==> src/design/sawarq_pkg.sv <==
package sawarq_pkg;

    // Configuration register indexes
    localparam int unsigned CfgIdxW = 2;
    localparam logic [CfgIdxW-1:0] CFG_ACK_TIMEOUT = 2'd0;
    localparam logic [CfgIdxW-1:0] CFG_MAX_RETRIES = 2'd1;
    localparam logic [CfgIdxW-1:0] CFG_MAX_LEN     = 2'd2;
    localparam int unsigned CfgDataW = 32;

    // Reset values of the configuration registers
    localparam logic [31:0] ACK_TIMEOUT_RST = 32'd200;
    localparam logic [7:0]  MAX_RETRIES_RST = 8'd3;
    localparam logic [15:0] MAX_LEN_RST     = 16'd255;

    typedef enum logic [1:0] {
        KIND_SEND  = 2'd0,
        KIND_ACK   = 2'd1,
        KIND_POLL  = 2'd2,
        KIND_CLEAR = 2'd3
    } kind_t;

    // Sender phase, one-hot
    typedef enum logic [2:0] {
        PH_IDLE  = 3'b001,
        PH_WAIT  = 3'b010,
        PH_FAULT = 3'b100
    } phase_t;

    // Link state codes as seen on the result word
    localparam logic [1:0] LINK_IDLE = 2'd0;
    localparam logic [1:0] LINK_WAIT = 2'd1;
    localparam logic [1:0] LINK_DOWN = 2'd2;

    localparam logic [1:0] ST_OK      = 2'd0;
    localparam logic [1:0] ST_BUSY    = 2'd1;
    localparam logic [1:0] ST_ENC_ERR = 2'd2;

    localparam logic [1:0] ACT_NONE = 2'd0;
    localparam logic [1:0] ACT_NEW  = 2'd1;
    localparam logic [1:0] ACT_RETX = 2'd2;

    typedef struct packed {
        logic [31:0] ack_timeout_ms;
        logic [7:0]  max_retries;
        logic [15:0] max_payload_len;
    } cfg_t;

    typedef struct packed {
        logic [1:0]  kind;
        logic [31:0] now_ms;
        logic [7:0]  frame_type;
        logic [15:0] payload_len;
        logic [7:0]  ack_num;
    } item_t;

    typedef struct packed {
        logic [1:0]  send_status;
        logic [1:0]  link_state;
        logic [1:0]  wire_action;
        logic [7:0]  wire_seq;
        logic [7:0]  wire_type;
        logic [15:0] wire_len;
    } result_t;

endpackage

==> src/design/sawarq_cfg.sv <==
module sawarq_cfg (
    input  logic                               aclk,
    input  logic                               aresetn,
    input  logic                               cfg_we,
    input  logic [sawarq_pkg::CfgIdxW-1:0]     cfg_index,
    input  logic [sawarq_pkg::CfgDataW-1:0]    cfg_wdata,
    output sawarq_pkg::cfg_t                   cfg
);
    import sawarq_pkg::*;

    cfg_t cfg_reg;

    always_ff @(posedge aclk) begin
        if (!aresetn) begin
            cfg_reg.ack_timeout_ms  <= ACK_TIMEOUT_RST;
            cfg_reg.max_retries     <= MAX_RETRIES_RST;
            cfg_reg.max_payload_len <= MAX_LEN_RST;
        end else if (cfg_we) begin
            unique case (cfg_index)
                CFG_ACK_TIMEOUT: cfg_reg.ack_timeout_ms  <= cfg_wdata;
                CFG_MAX_RETRIES: cfg_reg.max_retries     <= cfg_wdata[7:0];
                CFG_MAX_LEN:     cfg_reg.max_payload_len <= cfg_wdata[15:0];
                default: ;  // unmapped index: dropped
            endcase
        end
    end

    assign cfg = cfg_reg;

endmodule

==> src/design/sawarq_core.sv <==
module sawarq_core (
    input  logic                  aclk,
    input  logic                  aresetn,
    input  logic                  step_en,
    input  sawarq_pkg::item_t     item,
    input  sawarq_pkg::cfg_t      cfg,
    output sawarq_pkg::result_t   result
);
    import sawarq_pkg::*;

    phase_t      phase_reg,    phase_next;
    logic [7:0]  seq_ctr_reg,  seq_ctr_next;
    logic [7:0]  cur_seq_reg,  cur_seq_next;
    logic [7:0]  retry_reg,    retry_next;
    logic [31:0] last_time_reg, last_time_next;
    logic [7:0]  held_type_reg, held_type_next;
    logic [15:0] held_len_reg,  held_len_next;

    logic [31:0] elapsed;
    logic [1:0]  status;
    logic [1:0]  action;
    kind_t       kind;

    assign kind    = kind_t'(item.kind);
    assign elapsed = item.now_ms - last_time_reg;  // wrap-safe

    always_comb begin
        phase_next     = phase_reg;
        seq_ctr_next   = seq_ctr_reg;
        cur_seq_next   = cur_seq_reg;
        retry_next     = retry_reg;
        last_time_next = last_time_reg;
        held_type_next = held_type_reg;
        held_len_next  = held_len_reg;
        status         = ST_OK;
        action         = ACT_NONE;

        unique case (kind)
            KIND_SEND: begin
                if (phase_reg != PH_IDLE) begin
                    status = ST_BUSY;
                end else if (item.payload_len > cfg.max_payload_len) begin
                    status = ST_ENC_ERR;
                end else begin
                    cur_seq_next   = seq_ctr_reg;
                    seq_ctr_next   = seq_ctr_reg + 8'd1;
                    held_type_next = item.frame_type;
                    held_len_next  = item.payload_len;
                    retry_next     = '0;
                    last_time_next = item.now_ms;
                    phase_next     = PH_WAIT;
                    action         = ACT_NEW;
                end
            end
            KIND_ACK: begin
                if (phase_reg == PH_WAIT && item.ack_num == cur_seq_reg) begin
                    phase_next = PH_IDLE;
                end
            end
            KIND_POLL: begin
                if (phase_reg == PH_WAIT && elapsed >= cfg.ack_timeout_ms) begin
                    if (retry_reg >= cfg.max_retries) begin
                        phase_next = PH_FAULT;
                    end else begin
                        retry_next     = retry_reg + 8'd1;
                        last_time_next = item.now_ms;
                        action         = ACT_RETX;
                    end
                end
            end
            KIND_CLEAR: begin
                if (phase_reg == PH_FAULT) begin
                    phase_next = PH_IDLE;
                end
            end
            default: ;
        endcase
    end

    // Result word, built from the post-event state
    always_comb begin
        result.send_status = status;
        result.wire_action = action;
        unique case (phase_next)
            PH_IDLE:  result.link_state = LINK_IDLE;
            PH_WAIT:  result.link_state = LINK_WAIT;
            PH_FAULT: result.link_state = LINK_DOWN;
            default:  result.link_state = LINK_IDLE;
        endcase
        if (action != ACT_NONE) begin
            result.wire_seq  = cur_seq_next;
            result.wire_type = held_type_next;
            result.wire_len  = held_len_next;
        end else begin
            result.wire_seq  = '0;
            result.wire_type = '0;
            result.wire_len  = '0;
        end
    end

    always_ff @(posedge aclk) begin
        if (!aresetn) begin
            phase_reg     <= PH_IDLE;
            seq_ctr_reg   <= '0;
            cur_seq_reg   <= '0;
            retry_reg     <= '0;
            last_time_reg <= '0;
            held_type_reg <= '0;
            held_len_reg  <= '0;
        end else if (step_en) begin
            phase_reg     <= phase_next;
            seq_ctr_reg   <= seq_ctr_next;
            cur_seq_reg   <= cur_seq_next;
            retry_reg     <= retry_next;
            last_time_reg <= last_time_next;
            held_type_reg <= held_type_next;
            held_len_reg  <= held_len_next;
        end
    end

endmodule

==> src/design/stop_and_wait_arq_sender_top.sv <==
// Channel   Direction  Handshake          Word
// s_*       in         s_valid / s_ready  one event: kind, time, frame type, length, ack number
// m_*       out        m_valid / m_ready  one result per event: status, link state, wire command
// cfg_*     in         cfg_we only        register write, index 0..2, no read-back
//
// One word per cycle sustained while m_ready holds; the result register drives m_valid.
// The event is decoded between the input register and the result register; the
// sender state updates on the same edge the result register loads.
// Synchronous reset (aresetn low) clears both stages, sender state and registers to defaults.
// A stalled m side holds the result register; the input register still takes one
// more word, then s_ready drops until m_ready returns.
module stop_and_wait_arq_sender_top (
    input  logic        aclk,
    input  logic        aresetn,

    input  logic        s_valid,
    output logic        s_ready,
    input  logic [1:0]  s_kind,
    input  logic [31:0] s_now_ms,
    input  logic [7:0]  s_frame_type,
    input  logic [15:0] s_payload_len,
    input  logic [7:0]  s_ack_num,

    output logic        m_valid,
    input  logic        m_ready,
    output logic [1:0]  m_send_status,
    output logic [1:0]  m_link_state,
    output logic [1:0]  m_wire_action,
    output logic [7:0]  m_wire_seq,
    output logic [7:0]  m_wire_type,
    output logic [15:0] m_wire_len,

    input  logic                             cfg_we,
    input  logic [sawarq_pkg::CfgIdxW-1:0]   cfg_index,
    input  logic [sawarq_pkg::CfgDataW-1:0]  cfg_wdata
);
    import sawarq_pkg::*;

    cfg_t    cfg;
    item_t   in_item_reg;
    logic    in_valid_reg;
    result_t step_result;
    result_t out_reg;
    logic    out_valid_reg;
    logic    advance;   // input word moves into the result register
    logic    s_take;

    assign advance = in_valid_reg && (!out_valid_reg || m_ready);
    assign s_ready = !in_valid_reg || advance;
    assign s_take  = s_valid && s_ready;

    sawarq_cfg u_cfg (
        .aclk      (aclk),
        .aresetn   (aresetn),
        .cfg_we    (cfg_we),
        .cfg_index (cfg_index),
        .cfg_wdata (cfg_wdata),
        .cfg       (cfg)
    );

    // Input register
    always_ff @(posedge aclk) begin
        if (!aresetn) begin
            in_valid_reg <= 1'b0;
        end else if (s_ready) begin
            in_valid_reg <= s_valid;
        end
    end

    always_ff @(posedge aclk) begin
        if (s_take) begin
            in_item_reg.kind        <= s_kind;
            in_item_reg.now_ms      <= s_now_ms;
            in_item_reg.frame_type  <= s_frame_type;
            in_item_reg.payload_len <= s_payload_len;
            in_item_reg.ack_num     <= s_ack_num;
        end
    end

    // Event decode and sender state
    sawarq_core u_core (
        .aclk    (aclk),
        .aresetn (aresetn),
        .step_en (advance),
        .item    (in_item_reg),
        .cfg     (cfg),
        .result  (step_result)
    );

    // Result register
    always_ff @(posedge aclk) begin
        if (!aresetn) begin
            out_valid_reg <= 1'b0;
        end else if (advance) begin
            out_valid_reg <= 1'b1;
        end else if (m_ready) begin
            out_valid_reg <= 1'b0;
        end
    end

    always_ff @(posedge aclk) begin
        if (advance) begin
            out_reg <= step_result;
        end
    end

    assign m_valid       = out_valid_reg;
    assign m_send_status = out_reg.send_status;
    assign m_link_state  = out_reg.link_state;
    assign m_wire_action = out_reg.wire_action;
    assign m_wire_seq    = out_reg.wire_seq;
    assign m_wire_type   = out_reg.wire_type;
    assign m_wire_len    = out_reg.wire_len;

endmodule
==> config.mk <==
export PLATFORM = sky130hd
export DESIGN_NAME = stop_and_wait_arq_sender_top
export DESIGN_NICKNAME = d
export VERILOG_FILES = /design/src/design/sawarq_pkg.sv /design/src/design/sawarq_cfg.sv /design/src/design/sawarq_core.sv /design/src/design/stop_and_wait_arq_sender_top.sv
export SDC_FILE = /design/constraint.sdc
export NUM_CORES = 1
export LEC_CHECK = 0
export BUFFER_PORTS_ARGS = -buffer_cell sky130_fd_sc_hd__buf_2
export CAP_MARGIN = 30
export CORE_UTILIZATION = 61
export CTS_BUF_LIST = sky130_fd_sc_hd__clkbuf_2
export CTS_CLUSTER_DIAMETER = 150
export DETAILED_ROUTE_END_ITERATION = 8
export PLACE_DENSITY = 0.93
export SYNTH_ARGS = -nofsm -noshare
export SYNTH_HDL_FRONTEND = slang
export SYNTH_SLANG_ARGS = --single-unit
==> constraint.sdc <==
create_clock -name aclk -period 5.73 [get_ports aclk]
set_input_delay 0.2865 -clock aclk [delete_from_list [all_inputs] [get_ports aclk]]
set_output_delay 0.2865 -clock aclk [all_outputs]
set_load 0.03 [all_outputs]
==> summary.md <==
| Metric | Value |
|---|---|
| Critical path class | flip-flop to flip-flop |
| Synth cell count leaders | 257 x nand2_1, 141 x dfxtp_1, 112 x a21oi_1, 104 x edfxtp_1, 101 x inv_1 |
| Hold Path Class | input port to flip-flop |
| Final Hold Violating Endpoints | 0 |
| WP data required | about 6.4 ns |
| Final setup margin | roughly 0.46 ns |
| Clk Tree Root Cell | clkbuf_2 |
| Leading area contributor after synthesis | edfxtp_1 |
| R2R cell count | 20 |
| Via count | 10750 |
| Synth Warn # | 0 |
| Setup crit end | m_wire_type[6] |
| RR Startpoint | in_item_reg[38] |
| Worst-Margin Slew | 0.971 ns |
| Global route overflow | 0 |
| Reg-to-Reg End | m_wire_type[6] |
| Worst slack, placed | between 0.5 and 0.6 ns |
| M2 GR Usage | 0.571 |
| Worst hold path depth | 2 |
| Final nets | 1741 |
| Placer Congestion | between 0.8 and 0.9 |
| Met1 GRT Util | 0.373 |
| Clock latency on the worst-skew pair | 0.95 ns |
| Antenna Nets Post-Route | 0 |
| M3 GR Usage | 0.0723 |
| Initial Utilization | 0.620 |
| Internal power | ~2600 µW |
| Syn_nets | 1432 |
| Synth Register Bits | about 250 |
| First-pass detailed-route iteration total | 5 |
| EDFF count, synth | ~100 |
| Core area | 0.0194 mm² |
| Synth top area cells | edfxtp_1 26%, dfxtp_1 23%, ha_1 9.3% |
| PwrDens | between 200 and 250 mW/mm² |
| Detailed Place HPWL | approximately 18000 µm |
| Outcome | completed |
| Cell variety after synth | 66 |
| FF-to-FF setup slack | 0.46 ns |
| Number of global-route vias before repair | 10748 |
| Die width | around 140 µm |
| Worst-case clock buffer depth | 3 |
| Fraction of registers with async set/reset | 0 |
| Setup violators final | 0 |
| Ports | 145 |
| Filler cell count | between 1000 and 1500 |
| Clock transition at path regs | about 0.15 ns |
| CP max FO | 33 |
| Post-route clock skew | 0.0951 ns |
| Cell Area, Placed | 0.0130 mm² |
| Most Used Layer, Global Route | met2 |
| Setup TNS | 0 ns |
| Initial antenna violation count | 1 |
| TritonCTS clock tree | built |
| Area share of the largest cell type after synthesis | 0.260 |
| Synthesis-to-layout area growth | 24.8% |
| Clk pwr share | 0.332 |
| Leak Pwr | between 0.006 and 0.007 µW |
| Share of layout cells above drive strength 1 | 0.170 |
| Die height | approximately 140 µm |
| Setup Buffers After CTS | 0 |
| First-pass GRT wire length | ~53000 µm |
| Top-count cell post-synth | nand2_1 |
| DRC Markers | 0 |
| WL per Instance | about 18 µm |
| Number of cells produced by synthesis | between 1000 and 1500 |
| Post-Route WL | ~33000 µm |
| Sw frac | 0.297 |
| DRC violation total after the first TritonRoute iteration | just under 800 |
| MaxCap Viol Count | 0 |
| I/O Buffers | 144 |
| Critical path origin | in_item_reg[38] |
| Std cell rows | ~50 |
| F_max | 190 MHz |
| Final Max Tran Viols | 0 |
| Unrepaired setup endpoints after global routing | false |
| Post-synthesis sequential area ratio | 0.494 |
| Tmin final | around 5.3 ns |
| Largest net degree at the start of global routing | 98 |
| Post-route cell area | approximately 0.015 mm² |
| Total GRT Usage | 0.331 |
| Critical Path AT | 5.93 ns |
| Max-Slew Margin vs Limit | 0.353 |
| Pwr Total | about 3700 µW |
| VDD IR max | roughly 0.15 mV |
| Post-Syn Area | 0.0120 mm² |
| CTS buffer count | 60 |
| Min Hold Slack | 0.0435 ns |
| DR vias/cell | 5.77 |
| Crit. End Element | flip-flop |
| Ys flop type | dfxtp_1 |
| H-tree levels | 2 |
| Setup crit start kind | flip-flop |
| CTS Sinks | around 250 |
| Crit share post-route | 0.920 |
| Logic pwr share | 0.154 |
| Sw Pwr | about 1100 µW |
| Flip-flop count of the largest register after layout | 66 |
| Sequential share of power | 0.513 |
| Die area | between 0.02 and 0.025 mm² |
| Synthesized area per cell | 9.73 µm² |
[metal layers]
layer	vias up	part of all wire
li1	5011	-
met5	-	0
met3	156	0.084
met1	4992	0.38
met2	591	0.49
met4	0	0.052
[power groups by stage]
stage / sequential (µW) / combinational (µW) / clock, µW
6_report: 1920 / 578 / 1240
5_1_grt: 1930 / 631 / 1340
4_1_cts: 1920 / 548 / 1220
3_5_place_dp: 1960 / 478 / 0
3_3_place_gp: 1950 / 457 / 0
2_1_floorplan: 1970 / 323 / 0
[how the worst min path moves through the flow]
stage	startpoint	end	slack, ns
6_report	s_payload_len[9]	in_item_reg[17]	0.04
4_1_cts	s_payload_len[8]	in_item_reg[16]	0.04
3_3_place_gp	u_core.held_len_reg[8]	u_core.held_len_reg[8]	0.44
2_1_floorplan	s_ack_num[0]	in_item_reg[0]	0.39
3_5_place_dp	u_core.held_len_reg[9]	u_core.held_len_reg[9]	0.45
5_1_grt	s_now_ms[1]	in_item_reg[33]	0.009
[cell usage in the layout (no fill, tap or decap), types with 14 or more instances in the layout]
master           n
nand2_1        257
dlygate4sd3_1  144
buf_2          144
dfxtp_1        141
a21oi_1        110
edfxtp_1       104
inv_1          100
clkbuf_2        94
ha_1            89
mux2i_1         48
a21o_1          34
a22o_1          32
nor2_1          30
o21ai_0         28
xnor2_1         27
o211ai_1        17
nand4_1         16
nand3_1         16
clkinv_1        14
[critical path, stage by stage, from the launching register on]
cell and delay [ns]:
edfxtp_1 0.40, ha_1 0.41, a21o_1 0.21, or3_1 0.29, o21ai_0 0.47, a21oi_1 0.24
o211ai_1 0.31, a21oi_1 0.14, o311ai_0 0.34, o211ai_1 0.18, ha_1 0.32, a21o_1 0.16
a21o_1 0.17, a21o_1 0.18, a211oi_1 0.21, o2111ai_1 0.17, nand2_1 0.16, or3b_2 0.16
inv_1 0.05, buf_4 0.24, a22o_1 0.24
[through the flow]
stage / cells / util
2_1_floorplan: 1237 / -
3_3_place_gp: 1603 / 0.668
3_5_place_dp: 1605 / 0.669
4_1_cts: 1862 / 0.774
5_1_grt: 1863 / 0.774
6_report: 1863 / 0.774
[kinds of logic after synthesis]
logic type / share of synthesized area
AND/OR/NAND/NOR: 0.142
XOR/XNOR: 0.0269
flip-flops: 0.494
buffers and inverters: 0.0510
adder cells (fa/ha/maj): 0.0942
AO/OA/AOI/OAI: 0.152
multiplexers: 0.0399
[area by class of cell]
class                   instances  area, µm²  area share
clock inverters                19        108     0.00717
diodes                          1       2.50    0.000167
clock buffers                  94        470      0.0313
inverters                     101        379      0.0253
multi-input cells             839       5510       0.367
repair buffers                299       2270       0.151
well taps                     265        332      0.0221
flip-flops and latches        245       5950       0.396
[repair_timing]
| action | CTS | global route |
|---|---|---|
| setup endpoints to repair | 0 | 13 |
| resized for setup | 0 | 1 |
| hold buffers | 144 | 0 |
| hold endpoints to repair | 128 | 0 |
(Power assumes the default switching activity.)
